`config.mk`:
```
export PLATFORM = sky130hd
export DESIGN_NAME = acc_div
export DESIGN_NICKNAME = d
export VERILOG_FILES = /design/src/rtl/accumulator_cpu_core_defines.svh /design/src/rtl/acc_pkg.sv /design/src/rtl/acc_div.sv
export SDC_FILE = /design/constraint.sdc
export NUM_CORES = 1
export LEC_CHECK = 0
export BUFFER_PORTS_ARGS = -buffer_cell sky130_fd_sc_hd__buf_2
export CELL_PAD_IN_SITES_DETAIL_PLACEMENT = 1
export CELL_PAD_IN_SITES_GLOBAL_PLACEMENT = 1
export CORE_MARGIN = 1
export CORE_UTILIZATION = 40
export CTS_BUF_LIST = sky130_fd_sc_hd__clkbuf_8 sky130_fd_sc_hd__clkbuf_16
export DETAILED_ROUTE_END_ITERATION = 8
export HOLD_SLACK_MARGIN = 0.02
export MAX_ROUTING_LAYER = met4
export PLACE_DENSITY = 0.78
export SLEW_MARGIN = 20
export SYNTH_ARGS = -nofsm -noshare
export SYNTH_HDL_FRONTEND = slang
export SYNTH_SLANG_ARGS = --single-unit
```
`constraint.sdc`:
```
create_clock -name clk -period 3.7 [get_ports clk]
set_input_delay 0.185 -clock clk [delete_from_list [all_inputs] [get_ports clk]]
set_output_delay 0.185 -clock clk [all_outputs]
set_load 0.02 [all_outputs]
```
`src/rtl/accumulator_cpu_core_defines.svh`:
```
// ----------------------------------------------------------------------------
// accumulator cpu core assertion macros
// small wrappers so that assertions vanish in synthesis builds
// ----------------------------------------------------------------------------
`ifndef ACCUMULATOR_CPU_CORE_DEFINES_SVH
`define ACCUMULATOR_CPU_CORE_DEFINES_SVH
`ifndef SYNTH
// property must hold on every edge out of reset
`define ACC_ASSERT(label, clk, rst_n, prop, msg) \
	label: assert property (@(posedge clk) disable iff (!rst_n) (prop)) else $error(msg);
// antecedent implies consequent in the next cycle
`define ACC_ASSERT_NEXT(label, clk, rst_n, ante, cons, msg) \
	label: assert property (@(posedge clk) disable iff (!rst_n) (ante) |=> (cons)) \
		else $error(msg);
`else
`define ACC_ASSERT(label, clk, rst_n, prop, msg)
`define ACC_ASSERT_NEXT(label, clk, rst_n, ante, cons, msg)
`endif
`endif

```
`src/rtl/acc_pkg.sv`:
```
// ----------------------------------------------------------------------------
// acc_pkg
// shared types and constants of the accumulator cpu core
// ----------------------------------------------------------------------------
`default_nettype none
package acc_pkg;
	localparam int MemWords = 128;
	localparam int DataBits = 32;
	localparam int AddrBits = $clog2(MemWords);
	localparam int OpcBits  = 8;
	localparam int CntBits  = $clog2(DataBits + 1);

	localparam logic [1:0] OP_LOAD    = 2'd0;
	localparam logic [1:0] OP_STEP    = 2'd1;
	localparam logic [1:0] OP_RESTART = 2'd2;

	localparam logic [OpcBits-1:0] I_LOAD  = 8'd0;
	localparam logic [OpcBits-1:0] I_STORE = 8'd1;
	localparam logic [OpcBits-1:0] I_ADD   = 8'd2;
	localparam logic [OpcBits-1:0] I_MUL   = 8'd3;
	localparam logic [OpcBits-1:0] I_DIV   = 8'd4;
	localparam logic [OpcBits-1:0] I_SUB   = 8'd5;
	localparam logic [OpcBits-1:0] I_JMP   = 8'd6;
	localparam logic [OpcBits-1:0] I_BZ    = 8'd7;
	localparam logic [OpcBits-1:0] I_BP    = 8'd8;
	localparam logic [OpcBits-1:0] I_BN    = 8'd9;
	localparam logic [OpcBits-1:0] I_PRINT = 8'd10;
	localparam logic [OpcBits-1:0] I_READ  = 8'd11;
	localparam logic [OpcBits-1:0] I_STOP  = 8'd12;

	typedef struct packed {
		logic [1:0]                 operation;
		logic [6:0]                 load_address;
		logic [7:0]                 load_opcode;
		logic signed [31:0]         load_operand;
		logic signed [31:0]         keyboard_value;
	} in_word_t;

	typedef struct packed {
		logic [6:0]         program_counter;
		logic signed [31:0] accumulator;
		logic [7:0]         executed_opcode;
		logic               print_valid;
		logic [6:0]         print_address;
		logic signed [31:0] print_value;
		logic               input_consumed;
		logic               halted;
		logic               invalid_opcode;
		logic               divide_by_zero;
	} out_word_t;

	typedef struct packed {
		logic                start;
		logic [DataBits-1:0] dividend;
		logic [DataBits-1:0] divisor;
	} div_req_t;

	typedef struct packed {
		logic                done;
		logic [DataBits-1:0] quotient;
	} div_rsp_t;
endpackage
`default_nettype wire

```
`src/rtl/acc_div.sv`:
```
// ----------------------------------------------------------------------------
// acc_div
// signed truncating divider, one quotient bit per cycle
// ----------------------------------------------------------------------------
`default_nettype none
module acc_div import acc_pkg::*; (
	input  wire logic     clk,
	input  wire logic     arst_n,
	input  wire div_req_t req,
	output div_rsp_t      rsp
);
	logic [DataBits-1:0] rem_q, quo_q, dvs_q;
	logic [CntBits-1:0]  cnt_q;
	logic                busy_q, neg_q, done_q;
	logic [DataBits:0]   trial;
	logic [DataBits-1:0] shifted;
	logic [DataBits-1:0] a_mag, b_mag;

	assign a_mag   = req.dividend[DataBits-1] ? DataBits'(-req.dividend) : req.dividend;
	assign b_mag   = req.divisor[DataBits-1]  ? DataBits'(-req.divisor)  : req.divisor;
	assign shifted = {rem_q[DataBits-2:0], quo_q[DataBits-1]};
	assign trial   = {1'b0, shifted} - {1'b0, dvs_q};

	always_ff @(posedge clk or negedge arst_n) begin
		if (!arst_n) begin
			busy_q <= 1'b0;
			cnt_q  <= '0;
			done_q <= 1'b0;
		end else begin
			done_q <= 1'b0;
			if (req.start) begin
				busy_q <= 1'b1;
				cnt_q  <= CntBits'(DataBits);
			end else if (busy_q) begin
				cnt_q <= cnt_q - 1'b1;
				if (cnt_q == CntBits'(1)) begin
					busy_q <= 1'b0;
					done_q <= 1'b1;
				end
			end
		end
	end

	// restoring shift-subtract on magnitudes
	always_ff @(posedge clk) begin
		if (req.start) begin
			rem_q <= '0;
			quo_q <= a_mag;
			dvs_q <= b_mag;
			neg_q <= req.dividend[DataBits-1] ^ req.divisor[DataBits-1];
		end else if (busy_q) begin
			if (!trial[DataBits]) begin
				rem_q <= trial[DataBits-1:0];
				quo_q <= {quo_q[DataBits-2:0], 1'b1};
			end else begin
				rem_q <= shifted;
				quo_q <= {quo_q[DataBits-2:0], 1'b0};
			end
		end
	end

	assign rsp = {done_q, (neg_q ? DataBits'(-quo_q) : quo_q)};
endmodule
`default_nettype wire

```
# After elaboration in Yosys (flattened, before gate mapping)
# Cells that the tools add are included.
# totals
ff_bits	104
latch_bits	0
mem_bits_rw	0
romBits	0
inputBits	67
out_inout_bits	33
wordCells	31
mem_count	0
# classes
addsub	5
multipliers	0
n_div	0
order_cmp	0
eq_ne	1
shift	0
muxes	15
bitwise	1
n_reduce_logical	1
# op_table
op	count
2-to-1 mux 32 bit	4
negator 32 bit	3
2-to-1 mux 31 bit	2
subtractor 32 x 32 -> 33 bit	1
2-to-1 mux 6 bit	2
2-to-1 mux 1 bit	7
== test 6 x 1 -> 1 bit (second input constant)	1
subtractor 6 x 1 -> 6 bit (second input constant)	1
nonzero test 2 bit	1
XOR 1 bit	1

# Longest topological paths before layout
# Gate-level depths: netlist of run 1.
# depth
depth_word	4
ltp_mapped	13

# Worst setup path before layout of run 1
# No wires, ideal clock.
# synth_path
kind	flip-flop to flip-flop
start	register quo_q[31]
end	register rem_q[3]
setup_ns	0.091
arrival_time_ns	2.859
required_time_ns	3.609
slack_ns	0.750
path_stages_with_launch	14
n_path_buf	1
period_less_slack_ns	2.950
path_cell_list	edfxtp_1 > inv_1 > ha_1 > fa_1 > nand2b_1 > a21oi_1 > o311a_1 > a311oi_1 > a21oi_2 > o221ai_2 > a21o_1 > buf_2 > or2_0 > a311oi_1
# synth_via
elab_chain_len	2
# synth_lines
element	line_no	rtl
start, declared	acc_div.sv:12	logic [DataBits-1:0] rem_q, quo_q, dvs_q;
start signal, assigned	acc_div.sv:48	quo_q <= a_mag;
start signal, assigned	acc_div.sv:54	quo_q <= {quo_q[DataBits-2:0], 1'b1};
start signal, assigned	acc_div.sv:57	quo_q <= {quo_q[DataBits-2:0], 1'b0};
subtractor 32 x 32 -> 33 bit	acc_div.sv:22	assign trial = {1'b0, shifted} - {1'b0, dvs_q};
2-to-1 mux 31 bit	acc_div.sv:52	if (!trial[DataBits]) begin
end signal, assigned	acc_div.sv:53	rem_q <= trial[DataBits-1:0];
end signal, assigned	acc_div.sv:56	rem_q <= shifted;
end, declared	acc_div.sv:12	
# No other way between the ends.
# A chain may end at the register's enable or synchronous reset.

==> results of run 1 <==
-- metal layers --
metal  share of wire (%)  global-route usage, %
met3                 2.7                  2.974
met4                 1.0                  4.569
met1                  48                  26.46
met5                   0                      -
met2                  48                  36.39
-- sequential cells by signal (all words and copies together), names as in the netlist --
| name | count |
|---|---|
| busy_q | 1 |
| neg_q | 1 |
| cnt_q | 6 |
| quo_q | 32 |
| rem_q | 31 |
| dvs_q | 32 |
| done_q | 1 |
-- cells by family (layout without fill, tap and decap cells) --
kind of cell	after synthesis	count (layout)	share of synthesized area, %
AOI/OAI and AO/OA	221	221	19.78
and+or+nand+nor	304	304	19.34
DFF	104	104	36.23
muxes	4	4	0.5232
xor gates and xnor gates	115	115	13.16
adders and majority gates	38	38	6.311
buffers and inverters	89	172	4.643
-- final timing paths --
check	startpoint	to	slack (ns)
min reg2reg	rem_q[25]	rem_q[25]	0.49
max reg2reg	quo_q[31]	rem_q[28]	0.24
max in group asynchronous	arst_n	busy_q	3.31
min	req[0]	dvs_q[0]	0.07
max	quo_q[3]	rsp[31]	0.20
min in group asynchronous	arst_n	done_q	0.21
-- power by group through the flow --
stage	Clock [mW]	Sequential (mW)	Combinational [mW]
6_report	0.910	1.58	1.25
5_1_grt	0.981	1.60	1.40
4_1_cts	0.935	1.58	1.26
3_5_place_dp	0	1.60	1.26
3_3_place_gp	0	1.60	1.22
2_1_floorplan	0	1.54	0.922
-- stage by stage --
step                power, mW  setup slack (ns)  area [µm²]  util, %  hold slack (ns)
floorplan               2.466            0.7499        7652        -          -0.1106
global placement        2.820            0.3305        8363    44.71          0.04287
detailed placement      2.856            0.2102        8363    44.71          0.04791
CTS                     3.776            0.1241        8645    46.21          0.06951
global route            3.989         0.0007954        8657    46.28          0.06697
finish                  3.741            0.1992        8657    46.28          0.06949
-- cells in the final DEF (no fill, tap or decap), types with 5 or more instances in the layout --
| cell type | Yosys | layout |
|---|---|---|
| nor3_1 | 14 | 14 |
| ha_1 | 37 | 37 |
| buf_2 | 5 | 98 |
| nor2b_1 | 7 | 7 |
| edfxtp_1 | 65 | 65 |
| a21o_1 | 12 | 12 |
| xnor2_1 | 73 | 73 |
| o21ai_0 | 45 | 45 |
| or4_4 | 6 | 6 |
| nor2_1 | 88 | 88 |
| a21oi_1 | 58 | 58 |
| o41ai_1 | 13 | 12 |
| inv_1 | 49 | 49 |
| or3_1 | 10 | 10 |
| a311oi_1 | 26 | 26 |
| xor2_1 | 42 | 42 |
| nand4_1 | 6 | 6 |
| a211oi_1 | 5 | 5 |
| or4_1 | 9 | 9 |
| nand2_1 | 107 | 107 |
| clkbuf_16 | 0 | 9 |
| dfrtp_1 | 8 | 7 |
| nor4_1 | 8 | 8 |
| nand3_1 | 8 | 8 |
| buf_4 | 2 | 5 |
| nand2b_1 | 16 | 16 |
| o31ai_1 | 27 | 26 |
| dfxtp_1 | 31 | 31 |
-- area by class of cell --
class                   instances  share of cell area [%]
clock buffers                   9                   2.602
clock inverters                 7                  0.5348
inverters                      49                   2.125
multi-input cells             682                   52.41
flip-flops and latches        104                   32.04
well taps                     234                   3.382
repair buffers                107                   6.909
-- critical path, stage by stage, from the launching register on --
cell and delay (ns):
edfxtp_1 0.43, nor2_1 0.17, nand4b_1 0.14, or3_1 0.36
or4_1 0.50, or3_1 0.43, inv_1 0.10, nand2_1 0.14
o31ai_2 0.29, xnor2_1 0.20, buf_2 0.21
-- what timing repair did --
item                       CTS  global route
setup endpoints to repair    0             2
hold buffers                 1             0
hold endpoints to repair     8             0
gates resized for setup      0             2
==> results by group, run 1 <==
STA
  – Worst-Margin Slew: 0.9806 ns
  – Clock Skew: 0.01115 ns
  – RSZ-0062 raised after global routing: false
  – Final Critical Period: 3.501 ns
  – Final Hold Violating Endpoints: 0
  – Final worst-path cycle share: 94.62%
  – Max_slew headroom: 34.63%
  – Final max-slew violation count: 0
  – FMAX: 285.6 MHz
  – Setup TNS: 0 ns
  – Final setup fails: 0

Synth
  – Largest area contributor in the netlist: edfxtp_1
  – Synth Instances: 875
  – Mapped Area: 7652 µm²
  – Sequential element share of the synthesized area: 36.23%
  – Yosys Warn Count: 0
  – Post-synth EDFFs: 65
  – Syn_nets: 980
  – Top cells by count, synth: nand2_1 (107), nor2_1 (88), xnor2_1 (73)
  – Yosys reg bits: 104
  – Post-synth top area share: 25.51%
  – Cell with the most instances after synthesis: nand2_1
  – Synth top area cells: edfxtp_1 (26%), xnor2_1 (8.4%), dfxtp_1 (8.1%)
  – Synth cell types: 67
  – Synth Flop Type: edfxtp_1
  – FFs w/ async S/R, synth: 7.692%
  – Synth Area per Inst: 8.746 µm²

Final layout
  – P&R area growth vs syn: 13.13%
  – # diodes: 0
  – Post-Layout Cell Count: 1192
  – Final layout net count: 1058
  – Multi-input gate area: 4537 µm²
  – FF+latch area: 2774 µm²
  – Fill count: 2242
  – Layout cells sized above 1: 15.66%

Outcome
  – Status: completed

Floorplan
  – Initial Utilization: 40.91%
  – Std-Cell Rows: 50
  – Die height: 140.3 µm
  – DIE AREA: 19690 µm²
  – I/O pin count: 100
  – Die width: 140.3 µm
  – CORE AREA: 18710 µm²

Critical path
  – Crit end category: output port
  – CP Class: reg2out
  – Worst reg2reg path depth: 13
  – Crit path launch type: flip-flop
  – Worst EP required: 3.51 ns
  – Crit Path Max Fanout: 5
  – CP arrival: 3.32 ns

Detailed routing
  – Total Routed Length: 19270 µm
  – Via count: 6626
  – DR pass1 iterations: 4
  – Drt drc: 0
  – Wire per inst: 16.17 µm
  – DR iter-0 viols: 270
  – Vias per cell: 5.559
  – Detail Route Antenna Nets: 0

Clocking
  – CTS Buffer Depth: 2
  – Sink Count: 104
  – CTS tree: done
  – Total CTS buffers: 9
  – Clk_lat worst skew: 0.36 ns
  – Clock-pin slew on the worst setup and hold paths: 0.07 ns
  – Root Buffer: clkbuf_16
  – Post-CTS Setup Repair Bufs: 0
  – H-Tree Depth: 3

GRT
  – Grt ovf: 0
  – Global-route wire length before repair: 32640 µm
  – Tot GR Track Use: 21.20%
  – Number of global-route vias before repair: 6725
  – Initial antenna violation count: 0
  – Largest net degree at the start of global routing: 66

Power
  – Cell Pwr Density: 432.2 nW/µm²
  – Internal: 2.393 mW
  – P_leak: 3.507 nW
  – Clock share of power: 24.3%
  – Net Switching: 1.348 mW
  – Worst vdd ir: 0.0002216 V
  – Reg power frac: 42.2%
  – Logic pwr share: 33.5%
  – Switching Fraction: 36.04%

Placed design
  – Hpwl dp: 14510 µm
  – Routability Congestion: 0.8533
  – Port bufs: 99
  – Post-Place Cells: 1175

Job
  – Max_cap viols: 0

Min path
  – HP Class: in2reg
  – Hold depth: 1
Note: power is estimated with default switching activity, not from simulation.
==> run 2: changes to the inputs <==
CORE_UTILIZATION = 45   (was 40)
PLACE_DENSITY = 0.86   (was 0.78)
==> results by group, run 2 (synthesized netlist as in run 1, its figures left out) <==
GRT
  – Number of global-route vias before repair: 7026 (+4.5%)
  – Global-route wire length before repair: 33230 µm (+1.8%)
  – Tot GR Track Use: 24.08% (+2.9 points)
  – Largest net degree at the start of global routing: 87 (+32%)
  – Grt ovf: 0 (unchanged)
  – Initial antenna violation count: 0 (unchanged)

Detailed routing
  – Detail Route Antenna Nets: 0 (unchanged)
  – Via count: 6760 (+2.0%)
  – Drt drc: 0 (unchanged)
  – DR iter-0 viols: 347 (+29%)
  – Total Routed Length: 19760 µm (+2.5%)
  – Vias per cell: 5.729 (+3.1%)
  – Wire per inst: 16.75 µm (+3.6%)
  – DR pass1 iterations: 5 (+1)

Floorplan
  – DIE AREA: 17530 µm² (-11%)
  – Initial Utilization: 46.14% (+5.2 points)
  – CORE AREA: 16580 µm² (-11%)
  – Die width: 132.4 µm (-5.6%)
  – Std-Cell Rows: 47 (-6.0%)
  – I/O pin count: 100 (unchanged)
  – Die height: 132.4 µm (-5.6%)

Critical path
  – Worst EP required: 3.51 ns (about the same)
  – CP arrival: 3.33 ns (about the same)
  – R2R Setup Slk: 0.25 ns (about the same)
  – Crit Path Max Fanout: 5 (unchanged)
  – Crit path launch type: flip-flop
  – Reg-to-reg endpoint: rem_q[28]
  – Crit end category: output port
  – Critical register-to-register path startpoint: quo_q[31]
  – CP Class: reg2out
  – Worst reg2reg path depth: 13 (unchanged)

Clocking
  – Sink Count: 104 (unchanged)
  – Clk_lat worst skew: 0.36 ns (about the same)
  – Root Buffer: clkbuf_16
  – H-Tree Depth: 3 (unchanged)
  – Total CTS buffers: 9 (unchanged)
  – CTS tree: done
  – Clock-pin slew on the worst setup and hold paths: 0.07 ns (about the same)
  – Post-CTS Setup Repair Bufs: 0 (unchanged)
  – CTS Buffer Depth: 2 (unchanged)

STA
  – FMAX: 284.5 MHz (-0.39%)
  – Final Critical Period: 3.515 ns (+0.01386 ns)
  – Final Hold Violating Endpoints: 0 (unchanged)
  – Max_slew headroom: 36.04% (+1.4 points)
  – Worst-Margin Slew: 0.9594 ns (-0.02119 ns)
  – Final setup fails: 0 (unchanged)
  – Clock Skew: 0.008198 ns (-0.002952 ns)
  – Setup ws final: 0.1853 ns (-0.01386 ns)
  – Final max-slew violation count: 0 (unchanged)
  – Final worst-path cycle share: 94.99% (+0.37 points)

Power
  – Reg power frac: 41.7% (-0.5 points)
  – Clock share of power: 25.1% (+0.8 points)
  – Net Switching: 1.349 mW (about the same)
  – Worst vdd ir: 0.0002448 V (+10%)
  – P_leak: 3.494 nW (-0.37%)
  – Logic pwr share: 33.2% (-0.3 points)
  – Internal: 2.449 mW (+2.3%)
  – Switching Fraction: 35.52% (-0.52 points)
  – Cell Pwr Density: 440.2 nW/µm² (+1.9%)

Placed design
  – Port bufs: 99 (unchanged)
  – Placed cell area: 8323 µm² (-0.48%)
  – Setup Slack @ Placement: 0.1582 ns (-0.05206 ns)
  – Hpwl dp: 14910 µm (+2.8%)
  – Routability Congestion: 0.8359 (-2.0%)

Min path
  – Hold depth: 1 (unchanged)
  – HP Class: in2reg
  – HP Start: req[0]
  – Worst Hold Path EP: dvs_q[0]

Final layout
  – Final layout net count: 1060 (+0.19%)
  – # diodes: 0 (unchanged)
  – Layout cells sized above 1: 15.52% (-0.14 points)
  – Fill count: 1995 (-11%)
  – Final Cell Area: 8627 µm² (-0.35%)
  – P&R area growth vs syn: 12.74%
  – Most frequent cells in the layout: nand2_1 (107), buf_2 (98), nor2_1 (88), xnor2_1 (73), edfxtp_1 (65)
  – Biggest regs: dvs_q x32, quo_q x32, rem_q x31
  – Leading cell type in the layout, fill and taps excluded: nand2_1

Outcome
  – Status: completed

Job
  – Max_cap viols: 0 (unchanged)
[run 2: layout make-up]
| cell class | count | area [µm²] | share of cell area, % |
|---|---|---|---|
| clock buffers | 9 | 225.2 | 2.611 |
| clock inverters | 7 | 62.56 | 0.7252 |
| inverters | 49 | 183.9 | 2.132 |
| multi-input cells | 682 | 4531 | 52.52 |
| flip-flops and latches | 104 | 2774 | 32.15 |
| well taps | 220 | 275.3 | 3.191 |
| repair buffers | 109 | 575.6 | 6.672 |
[run 2: through the flow]
step	total power, mW	utilization [%]	hold slack, ns	instances	setup TNS [ns]
after floorplan	2.466	-	-0.1106	875	0
after global placement	2.808	50.19	0.04064	1163	0
after detailed placement	2.858	50.19	0.03884	1163	0
after CTS	3.821	51.98	0.02605	1180	0
after global routing	4.017	52.02	0.03778	1180	-0.005457
final	3.798	52.02	0.03501	1180	0
[run 2: worst max-delay path by stage]
stage / start / slack (ns) / depth (start not counted) / end
after global routing: quo_q[31] / -0.005 / 13 / rem_q[28]
after CTS: quo_q[31] / 0.12 / 14 / rem_q[14]
after global placement: quo_q[31] / 0.36 / 14 / rem_q[10]
after detailed placement: quo_q[31] / 0.16 / 14 / rem_q[12]
final: quo_q[2] / 0.19 / 10 / rsp[29]
after floorplan: quo_q[31] / 0.75 / 13 / rem_q[3]
[run 2: repair_timing]
item,CTS,global route
endpoints found under the setup margin,0,12
gates resized for setup,0,1
hold buffers,1,0
endpoints found under the hold margin,8,0
[run 2: power groups by stage]
stage	Combinational, mW	Sequential [mW]	Clock [mW]
6_report	1.26	1.58	0.953
4_1_cts	1.27	1.58	0.969
3_3_place_gp	1.21	1.59	0
5_1_grt	1.40	1.60	1.01
2_1_floorplan	0.922	1.54	0
3_5_place_dp	1.26	1.60	0
[run 2: layer usage]
layer  track usage (%)  part of all wire (%)  wire length, µm
met2             41.87                    50             9882
met3             2.960                   2.7              532
met1             28.20                    45             8917
met4             9.451                   2.2              429
met5                 -                     0                0
[run 2: worst max-delay path, stage by stage (launching register included)]
cell and delay [ns]:
edfxtp_1 0.47, nor2_1 0.16, nand4b_1 0.14, or3_1 0.38, or4_1 0.49, or3_1 0.42
inv_1 0.09, nand2_1 0.13, o41ai_1 0.34, xnor2_1 0.16, buf_2 0.18
