## src/rtl/accumulator_cpu_core_defines.svh

```systemverilog
// ----------------------------------------------------------------------------
// accumulator cpu core assertion macros
// small wrappers so that assertions vanish in synthesis builds
// ----------------------------------------------------------------------------
`ifndef ACCUMULATOR_CPU_CORE_DEFINES_SVH
`define ACCUMULATOR_CPU_CORE_DEFINES_SVH
`ifndef SYNTH
// property must hold on every edge out of reset
`define ACC_ASSERT(label, clk, rst_n, prop, msg) \
	label: assert property (@(posedge clk) disable iff (!rst_n) (prop)) else $error(msg);
// antecedent implies consequent in the next cycle
`define ACC_ASSERT_NEXT(label, clk, rst_n, ante, cons, msg) \
	label: assert property (@(posedge clk) disable iff (!rst_n) (ante) |=> (cons)) \
		else $error(msg);
`else
`define ACC_ASSERT(label, clk, rst_n, prop, msg)
`define ACC_ASSERT_NEXT(label, clk, rst_n, ante, cons, msg)
`endif
`endif

```

## src/rtl/acc_ram.sv

```systemverilog
// ----------------------------------------------------------------------------
// acc_ram
// generic single write port ram with registered read
// ----------------------------------------------------------------------------
`default_nettype none
module acc_ram #(
	parameter int Width = 8,
	parameter int Depth = 16
) (
	input  wire logic                     clk,
	input  wire logic                     we,
	input  wire logic [$clog2(Depth)-1:0] waddr,
	input  wire logic [Width-1:0]         wdata,
	input  wire logic [$clog2(Depth)-1:0] raddr,
	output logic      [Width-1:0]         rdata
);
	logic [Width-1:0] mem_q [Depth];

	always_ff @(posedge clk) begin
		if (we) begin
			mem_q[waddr] <= wdata;
		end
		rdata <= mem_q[raddr];
	end
endmodule
`default_nettype wire

```

## config.mk

```make
export PLATFORM = sky130hd
export DESIGN_NAME = acc_ram
export DESIGN_NICKNAME = d
export VERILOG_FILES = /design/src/rtl/accumulator_cpu_core_defines.svh /design/src/rtl/acc_ram.sv
export SDC_FILE = /design/constraint.sdc
export NUM_CORES = 1
export LEC_CHECK = 0
export BUFFER_PORTS_ARGS = -buffer_cell sky130_fd_sc_hd__clkbuf_2
export CAP_MARGIN = 0
export CORE_MARGIN = 2
export CORE_UTILIZATION = 45
export DETAILED_ROUTE_END_ITERATION = 10
export PLACE_DENSITY_LB_ADDON = 0.3
export SETUP_SLACK_MARGIN = 0.5
export SLEW_MARGIN = 5
export SYNTH_ARGS = -nofsm -noshare
export SYNTH_HDL_FRONTEND = slang
export SYNTH_SLANG_ARGS = --single-unit
```

## constraint.sdc

```tcl
create_clock -name clk -period 2.8 [get_ports clk]
set_clock_uncertainty 0.15 [all_clocks]
set_input_delay 0.42 -clock clk [delete_from_list [all_inputs] [get_ports clk]]
set_output_delay 0.42 -clock clk [all_outputs]
set_load 0.01 [all_outputs]
```

Yosys cells after proc, flatten, opt, wreduce, memory -nomap -nowiden --
Memories as Yosys holds them, arrays and structs flattened. A register that Yosys moved wholly into a read port is not among the register bits. Cells that the tools add are included.
Word-level totals: flip-flop bits (word level) 0, bits in writable memories 128, input bits 18, output and inout port bits 8, logic and storage cells 3, memories 1
Operators by class: muxes and demuxes 2
Memories:
- mem_q | words 16, bits a word 8, read ports 1, clocked after Yosys merged registers in 1, wr ports 1, RTL line acc_ram.sv:17 | logic [Width-1:0] mem_q [Depth];
Operators by type and width (count):
- 1-bit two-way mux | 2

Longest topological paths before layout --
Gate-level depths: netlist of run 1.
depth after elaboration 2, mapped depth 5, mapped depth without buffers 3

Worst setup path after synthesis of run 1 --
OpenSTA, ideal clock, no wires.
path kind input-to-reg, from in waddr[2], to mem mem_q[0][0], enable pin, setup time 0.383 ns, data arrival time 1.530 ns, data required time 2.267 ns, slack 0.737 ns, cell stages on the path 2, buffers on the path 0, cell sequence or3b_2 nor3_1
RTL lines:
- from (decl) | RTL line acc_ram.sv:12 | input wire logic [$clog2(Depth)-1:0] waddr,
- to (decl) | RTL line acc_ram.sv:17
No word-level cell before the write port.

Worst setup path in the final report of run 1 --
from in waddr[2], to mem mem_q[1][7], enable pin
No word-level cell before the write port.

==> results of run 1 <==
==> final cells by class <==
class	instances	area share, %
clock inverter	13	2.60
sequential	136	65.6
multi-input combinational	83	17.3
tap	143	2.93
clock buffer	19	7.09
timing repair buffer	43	4.47
==> flip-flops by register name, summed over array words and instances, names as in the netlist <==
signal / count
mem_q: 128
rdata: 8
==> Yosys cell counts, drive strengths merged <==
cell type / number / area share [%]
nand2: 9 / 0.66
dfxtp: 8 / 3.1
nand3b: 2 / 0.29
and2: 1 / 0.12
nand3: 1 / 0.097
edfxtp: 128 / 75
nor2: 13 / 0.95
buf: 7 / 1.1
nor2b: 1 / 0.12
or3b: 1 / 0.17
nor3: 4 / 0.39
mux4: 32 / 15
clkdlybuf4s25: 3 / 0.58
a22oi: 16 / 2.3
and2b: 1 / 0.15
nand2b: 2 / 0.24
==> per-stage QoR <==
stage / hold slack [ns] / power, W / area (µm²)
3_5_place_dp: 0.518 / 0.00255 / 5510
3_3_place_gp: 0.502 / 0.00254 / 5510
6_report: 0.291 / 0.00471 / 6100
5_1_grt: 0.307 / 0.00486 / 6100
4_1_cts: 0.283 / 0.00475 / 6100
2_1_floorplan: 0.369 / 0.00245 / 5150
==> logic make-up (layout without fill, tap and decap cells) <==
family	count (synthesis)	in the layout
AOI/OAI and AO/OA	16	16
buffers and inverters	10	75
DFF	136	136
muxes	32	32
and+or+nand+nor	35	35
==> final timing paths <==
check	start	slack [ns]	cells after the start	endpoint
min	wdata[1]	0.29	1	mem_q[5][1]
max reg2reg	mem_q[9][5]	1.27	3	rdata[5]
min reg2reg	mem_q[7][1]	0.53	3	rdata[1]
max	waddr[2]	1.10	3	mem_q[1][7]
==> report_power, final <==
| group | switching (W) | total [W] | leakage (nW) | internal (W) |
|---|---|---|---|---|
| Clock | 0.000749 | 0.00221 | 0.292 | 0.00146 |
| Sequential | 0.0000142 | 0.00229 | 1.22 | 0.00228 |
| Combinational | 0.000120 | 0.000208 | 0.575 | 0.0000884 |
| Total | 0.000883 | 0.00471 | 2.09 | 0.00383 |
==> placed cells by master, fill, tap and decap left out, types with 5 or more instances in the layout <==
cell	synthesis	layout
mux4_1	14	14
edfxtp_1	128	128
nor2_1	13	13
dfxtp_1	8	8
buf_4	1	17
clkinv_1	0	5
mux4_2	18	18
clkbuf_16	0	17
nand2_1	9	9
a22oi_1	16	16
clkbuf_2	0	25
==> layer usage <==
| layer | wire length [µm] | global-route usage (%) | vias to the layer above |
|---|---|---|---|
| met4 | 159 | 6.92 | 0 |
| met1 | 4140 | 22.5 | 1239 |
| li1 | - | - | 1079 |
| met2 | 4700 | 26.3 | 86 |
| met3 | 568 | 4.70 | 10 |
| met5 | 0 | 0 | - |
==> results by group, run 1 <==
Run status
  – Outcome: finished, final reports clean

Run
  – Maxcap violations: 0

Timing
  – Post-route clock period utilization: between 60% and 70%
  – Final worst setup slack: 1.10 ns
  – Setup TNS: 0 ns
  – Fmax: 590 MHz
  – Final setup fails: 0
  – RSZ-0062 raised after global routing: false
  – Slew margin rel.: 48.8%
  – Final min period: approximately 1.7 ns
  – Slew @ Worst Pin: about 0.77 ns
  – Fin. Hold Viols: 0
  – Final number of max-transition violations: 0

CTS
  – CTS H-tree lvls: 4
  – CTS clk-pin slew, worst paths: around 0.050 ns
  – CTS tree: built
  – TritonCTS buffer count: 17
  – Post-CTS setup buffers: 0
  – Post-cts resize count: 0
  – Root buffer cell: clkbuf_16
  – Clock sink total: 136
  – Hold-fix buffers, CTS: 0
  – Clk Latency, worst-skew pair: 0.41 ns
  – Clock tree buffer depth: 2

Worst setup path
  – Required time worst endpoint: 2.69 ns
  – Critical Path AT: between 1.5 and 2 ns
  – WP buf/inv: 1
  – Setup crit end kind: flip-flop
  – Critical path type: in -> reg
  – CP Launch Type: input port
  – Top delay family on crit path: simple AND/OR/NAND/NOR gates
  – Crit-path cells: clkbuf_2, or3b_2, nor2_1
  – CP max-delay cell: nor2_1
  – Critical path fanouts, max: 8
  – Crit-path max cell delay: 0.55 ns

Floorplanning
  – Rows: 39
  – Die Span Y: approximately 110 µm
  – Initial Util: around 46%
  – Die ar.: 12300 µm²
  – Core area: 11300 µm²
  – I/O pins: 26
  – Horiz. Die Dim: 111 µm

Yosys
  – Synth Area in XOR/XNOR: 0%
  – Synth Area in Adders: 0%
  – Syn Area/Cell: approximately 22 µm²
  – Main combinational cell family by area after synthesis: multiplexers
  – Syn nets: approximately 250
  – Synth Area in Simple Gates: ~3.2%
  – Synth Area in Compound Gates: 2.33%
  – Synth Warn #: 0
  – Cell area after synthesis: ~5100 µm²
  – Syn Inst Count: 229
  – Multiplexer area fraction after synthesis: approximately 15%
  – Seq/Total Area, Yosys: about 78%
  – Post-synthesis cell type count: 19
  – Register bit total from synthesis: around 140

Routing
  – DRT antenna net count: 0
  – Final WL: between 9 and 10 mm
  – DR iter-0 viols: around 140
  – Residual DRC: 0
  – DR WL/cell: ~22 µm
  – Via density: around 5.5
  – DR pass1 iterations: 4
  – Total number of vias: around 2400

Global routing
  – Antenna violations before repair: 0
  – Global-route wire length before repair: 14.7 mm
  – Largest net degree at the start of global routing: 33
  – GRT Overall Usage: 16.8%
  – Vias in the first global route: approximately 2500
  – Total gr overflow: 0

Finish
  – Final net count: 299
  – Layout area overhead: 18.6%
  – Register area: between 4000 and 5000 µm²
  – Fin cells: about 440
  – Share of layout cells above drive strength 1: slightly below 30%
  – FILL cells: 855
  – Multi-input gate area: around 1100 µm²
  – Util after Layout: 54.2%
  – Antenna diode count: 0

Place
  – Post-DP HPWL: ~6.0 mm
  – Placed cells: between 400 and 500
  – RePlAce Congestion: 0.751
  – Worst slack at placement: roughly 0.66 ns
  – I/O Buffers: 25

Pwr
  – VDD IR max: about 340 µV
  – Leakage power: approximately 2.1 nW
  – Cell area power density: between 700 and 800 nW/µm²

Min path
  – Hold WC Path Type: in -> reg
(Power assumes the default switching activity.)
==> inputs of run 2 (changes only) <==
==> constraint.sdc (replaced) <==
create_clock -name clk -period 1.46 [get_ports clk]
set_clock_uncertainty 0.15 [all_clocks]
set_input_delay 0.219 -clock clk [delete_from_list [all_inputs] [get_ports clk]]
set_output_delay 0.219 -clock clk [all_outputs]
set_load 0.01 [all_outputs]
==> results by group, run 2 (same netlist as run 1, synthesis figures left out) <==
Global routing
  – Largest net degree at the start of global routing: 17 (-48%)
  – Vias in the first global route: 2685 (+6.6%)
  – Global-route wire length before repair: 15.9 mm (+7.9%)
  – Total gr overflow: 0 (unchanged)
  – Antenna violations before repair: 0 (unchanged)
  – GRT Overall Usage: 18.2% (+1.4 points)

Pwr
  – Leakage power: 2.27 nW (+8.8%)
  – Overall power: 0.00926 W (+96%)
  – VDD IR max: 825 µV (+140%)
  – Cell area power density: 1360 nW/µm² (+76%)

Timing
  – Hold_ws: 0.0743 ns (-0.217 ns)
  – Final min period: ~1.4 ns
  – RSZ-0062 raised after global routing: true
  – Post-route clock period utilization: between 90% and 100%
  – Final worst setup slack: 0.0526 ns (-1.05 ns)
  – Fmax: 711 MHz
  – Slew @ Worst Pin: 0.949 ns (+0.182 ns)
  – Slew margin rel.: 36.5% (-12 points)
  – Fin. Hold Viols: 0 (unchanged)
  – Final number of max-transition violations: 0 (unchanged)
  – Final setup fails: 0 (unchanged)

Min path
  – Hold WC Path Type: in -> reg
  – Hold path depth: 1 (unchanged)

CTS
  – CTS tree: built
  – Clock sink total: 136 (unchanged)
  – Root buffer cell: clkbuf_16
  – CTS H-tree lvls: 4 (unchanged)
  – Clock tree buffer depth: 2 (unchanged)
  – TritonCTS buffer count: 17 (unchanged)
  – Clk Latency, worst-skew pair: 0.41 ns (about the same)
  – CTS clk-pin slew, worst paths: 0.06 ns (about the same)

Routing
  – DR iter-0 viols: 270 (+100%)
  – Via density: 5.42 (-1.8%)
  – Residual DRC: 0 (unchanged)
  – DR WL/cell: 22.4 µm (+2.4%)
  – DR pass1 iterations: 4 (unchanged)
  – Total number of vias: 2506 (+3.8%)
  – Final WL: 10.4 mm (+8.2%)
  – DRT antenna net count: 0 (unchanged)

Place
  – I/O Buffers: 25 (unchanged)
  – Post-DP HPWL: 6.60 mm (+11%)
  – Placed cells: 429 (+5.9%)
  – Worst slack at placement: -0.370 ns (-1.03 ns)
  – RePlAce Congestion: 0.730 (-2.7%)

Finish
  – Max FFs per register: 128 (unchanged)
  – Fin cells: 462 (+5.7%)
  – Share of layout cells above drive strength 1: 50.8% (+21 points)
  – Commonest non-fill, non-tap cells in the layout: edfxtp_1, mux4_2, buf_12, buf_6, clkbuf_16
  – Most common cell after layout, fill and taps aside: edfxtp_1
  – Top flop regs: mem_q (128), rdata (8)
  – Final net count: 324 (+8.4%)
  – Layout area overhead: 32.1%
  – Util after Layout: 60.3% (+6.2 points)
  – Top reg by flops: mem_q
  – Antenna diode count: 0 (unchanged)

Worst setup path
  – Required time worst endpoint: 1.61 ns (-1.08 ns)
  – Crit-path max cell delay: 0.48 ns (-0.07 ns)
  – Critical path fanouts, max: 1 (-7)
  – Setup crit end kind: flip-flop
  – CP Launch Type: flip-flop
  – CP max-delay cell: mux4_2
  – Critical Path AT: 1.56 ns (-0.02 ns)
  – Worst Reg2Reg Path Length in Cells: 3 (unchanged)
  – Crit-path cells: mux4_2, a22oi_2, nand2_1
  – Critical path type: reg -> reg

Floorplanning
  – Horiz. Die Dim: 111 µm (unchanged)
  – I/O pins: 26 (unchanged)
  – Die ar.: 12300 µm² (unchanged)
  – Die Span Y: 111 µm (unchanged)
  – Core area: 11300 µm² (unchanged)
  – Rows: 39 (unchanged)
  – Initial Util: 45.7% (unchanged)

Run status
  – Outcome: finished, final reports clean

Run
  – Maxcap violations: 0 (unchanged)
==> run 2: cell count changes in the layout (fill, tap and decap cells not counted), sizes merged <==
cell      before  now
buf           18   53
inv            0    1
bufinv         4    3
clkinv         9    5
clkbuf        44   33
clkinvlp       0    5
==> run 2: per-stage QoR <==
step | TNS, ns | cell area (µm²)
3_5_place_dp | -7.48 | 6020
3_3_place_gp | -6.33 | 6020
4_1_cts | 0 | 6730
6_report | 0 | 6800
5_1_grt | 0 | 6800
2_1_floorplan | -0.0961 | 5280
==> run 2: where the power goes <==
group	switching (W)	internal [W]	leakage, nW
logic	0.000287	0.000293	0.771
registers	0.0000296	0.00437	1.22
clock network	0.00159	0.00269	0.279
==> run 2: final timing paths <==
check               start           to  slack (ns)
max           mem_q[2][7]     rdata[7]        0.05
min reg2reg  mem_q[15][5]     rdata[5]        0.51
max reg2reg   mem_q[2][7]     rdata[7]        0.05
min              wdata[5]  mem_q[8][5]        0.07
==> run 2: layout make-up <==
cell class,count,area [µm²]
clock inverter,14,176
timing repair buffer,68,805
clock buffer,18,429
fill,792,4470
tap,143,179
sequential,136,4010
multi-input combinational,83,1200
==> run 2: what timing repair did <==
action	4_1_cts	5_1_grt
setup endpoints to repair	120	120
buffers inserted	0	1
gates cloned	0	0
gates resized for setup	26	19
hold buffers	0	0
pin swaps	5	5
==> run 2: layer usage <==
metal	routed length, µm	track usage, %	vias up
li1	-	-	1124
met1	4290	24.2	1298
met2	5430	29.3	74
met3	480	4.87	10
met4	150	6.58	0
met5	0	0	-
==> run 2: worst max-delay path: cells and delay by family (launching register included) <==
| kind | cells | cell delay [ns] |
|---|---|---|
| mux | 1 | 0.48 |
| compound gates | 1 | 0.22 |
| simple gates | 1 | 0.08 |
| flops | 1 | 0.37 |
==> inputs of run 3 (changes only) <==
--- a/config.mk
+++ b/config.mk
@@ -7,7 +7,7 @@
 export LEC_CHECK = 0
 export BUFFER_PORTS_ARGS = -buffer_cell sky130_fd_sc_hd__clkbuf_2
 export CAP_MARGIN = 0
-export CORE_MARGIN = 2
+export CORE_MARGIN = 8
 export CORE_UTILIZATION = 45
 export DETAILED_ROUTE_END_ITERATION = 10
 export PLACE_DENSITY_LB_ADDON = 0.3
==> results by group, run 3 (same netlist as run 1, synthesis figures left out) <==
Routing
  – Residual DRC: 0 (unchanged)
  – Total number of vias: 2508 (+0.080%)
  – Via density: 5.44 (+0.30%)
  – DR iter-0 viols: 151 (-44%)
  – DRT antenna net count: 0 (unchanged)
  – DR pass1 iterations: 4 (unchanged)
  – Final WL: 10.2 mm (-1.2%)
  – DR WL/cell: 22.2 µm (-0.98%)

Place
  – Post-DP HPWL: 6.65 mm (+0.70%)
  – DP Area: 5930 µm² (-1.6%)
  – RePlAce Congestion: 0.743 (+1.8%)
  – I/O Buffers: 25 (unchanged)

Finish
  – Share of layout cells above drive strength 1: 52.8% (+2.0 points)
  – Commonest non-fill, non-tap cells in the layout: edfxtp_1, mux4_2, buf_6, clkbuf_16, clkbuf_2
  – Most common cell after layout, fill and taps aside: edfxtp_1
  – Top reg by flops: mem_q
  – Max FFs per register: 128 (unchanged)
  – Design Area, Final: 6700 µm² (-1.4%)
  – Final net count: 323 (-0.31%)
  – Antenna diode count: 0 (unchanged)
  – Util after Layout: 59.5% (-0.87 points)
  – Top flop regs: mem_q (128), rdata (8)
  – Layout area overhead: 30.2%

CTS
  – Clk Latency, worst-skew pair: 0.41 ns (about the same)
  – Root buffer cell: clkbuf_16
  – CTS clk-pin slew, worst paths: 0.06 ns (about the same)
  – TritonCTS buffer count: 17 (unchanged)
  – CTS H-tree lvls: 4 (unchanged)
  – Clock tree buffer depth: 2 (unchanged)
  – Clock sink total: 136 (unchanged)
  – CTS tree: built

Timing
  – Final setup fails: 0 (unchanged)
  – Fin. Hold Viols: 0 (unchanged)
  – Slew margin rel.: 29.7% (-6.8 points)
  – Final min period: 1.40 ns (-0.00842 ns)
  – Final number of max-transition violations: 0 (unchanged)
  – Fmax: 715 MHz (+0.60%)
  – Post-route clock period utilization: 95.8% (-0.58 points)
  – Slew @ Worst Pin: 1.05 ns (+0.101 ns)
  – RSZ-0062 raised after global routing: true

Run status
  – Outcome: finished, final reports clean

Min path
  – Hold WC Path Type: in -> reg
  – Worst hold start: wdata[3]
  – Hold path depth: 1 (unchanged)
  – WHS Endpoint: mem_q[3][3]

Worst setup path
  – Critical path fanouts, max: 1 (unchanged)
  – Critical path type: reg -> reg
  – Reg2reg start: mem_q[3][1]
  – Critical Path AT: 1.54 ns (-0.02 ns)
  – Setup crit end kind: flip-flop
  – CP Launch Type: flip-flop
  – Reg-to-Reg End: rdata[1]
  – Required time worst endpoint: 1.60 ns (about the same)
  – R2r setup slk: 0.06 ns (about the same)
  – Worst Reg2Reg Path Length in Cells: 3 (unchanged)

Global routing
  – Layer with the highest usage: met2
  – Vias in the first global route: 2744 (+2.2%)
  – Antenna violations before repair: 0 (unchanged)
  – Largest net degree at the start of global routing: 20 (+3)
  – Total gr overflow: 0 (unchanged)
  – Global-route wire length before repair: 15.9 mm (-0.30%)
  – Met1 usage: 19.7% (-4.5 points)
  – GRT Overall Usage: 14.9% (-3.3 points)
  – Met2 Use GR: 22.9% (-6.3 points)
  – Grt met3 use: 4.75% (-0.12 points)

Pwr
  – Leakage power: 2.22 nW (-2.2%)
  – VDD IR max: 981 µV (+19%)
  – Cell area power density: 1310 nW/µm² (-4.1%)

Floorplanning
  – Die ar.: 15100 µm² (+23%)
  – I/O pins: 26 (unchanged)
  – Core area: 11300 µm² (unchanged)
  – Initial Util: 45.7% (unchanged)
  – Horiz. Die Dim: 123 µm (+11%)
  – Die Span Y: 123 µm (+11%)
  – Rows: 39 (unchanged)

Run
  – Maxcap violations: 0 (unchanged)
run 3: changes by cell type in the layout (fill, tap and decap cells not counted), moves of 2 or more:
cell,before,now
inv_6,1,4
buf_12,21,15
bufinv_16,3,0
buf_2,4,2
clkinv_4,4,1
buf_4,8,10
a22oi_1,10,3
clkinv_2,1,3
a22oi_2,6,13
buf_6,19,23
run 3: worst max-delay path: stages (launching register included):
cell	delay [ns]
edfxtp_1	0.39
mux4_2	0.50
a22oi_2	0.18
nand2_1	0.06
run 3: power by group:
part           internal, W  switching, W  total (W)  leakage, nW
clock              0.00217       0.00160    0.00378        0.247
sequential         0.00437     0.0000351    0.00440         1.22
combinational     0.000281      0.000286   0.000568        0.752
total              0.00682       0.00192    0.00875         2.22
run 3: worst max path at each step:
stage | start | end | slack (ns) | cells after the start
6_report | mem_q[3][1] | rdata[1] | 0.06 | 3
5_1_grt | mem_q[3][3] | rdata[3] | 0.03 | 3
4_1_cts | mem_q[3][3] | rdata[3] | 0.05 | 3
3_5_place_dp | raddr[0] | rdata[0] | -0.31 | 5
3_3_place_gp | raddr[0] | rdata[0] | -0.29 | 5
2_1_floorplan | waddr[2] | mem_q[0][0] | -0.01 | 2
run 3: stage by stage:
stage	TNS [ns]	hold slack [ns]	power (W)	cells	setup WS (ns)
after global placement	-7.61	0.462	0.00497	426	-0.295
after global routing	0	0.0905	0.00903	461	0.0342
after floorplan	-0.0961	0.168	0.00474	229	-0.0120
after detailed placement	-8.47	0.461	0.00498	426	-0.306
final	0	0.0679	0.00875	461	0.0610
after CTS	0	0.0612	0.00881	461	0.0534
run 3: cell type report:
type                            count  area (µm²)
Fill cell                         775        4570
Sequential cell                   136        4010
Multi-Input combinational cell     83        1240
Timing Repair Buffer               67         739
Clock buffer                       18         429
Tap cell                          143         179
Clock inverter                     14         100
run 3: repair_timing:
item	4_1_cts	5_1_grt
hold buffers	0	0
setup buffers	3	0
gates resized for setup	33	24
pin swaps	9	2
setup endpoints to repair	120	144
run 3: layer usage:
layer  vias up  share of wire [%]
li1       1115                  -
met1      1286                 40
met2        95                 50
met3        12                8.4
met4         0                1.0
met5         -                  0
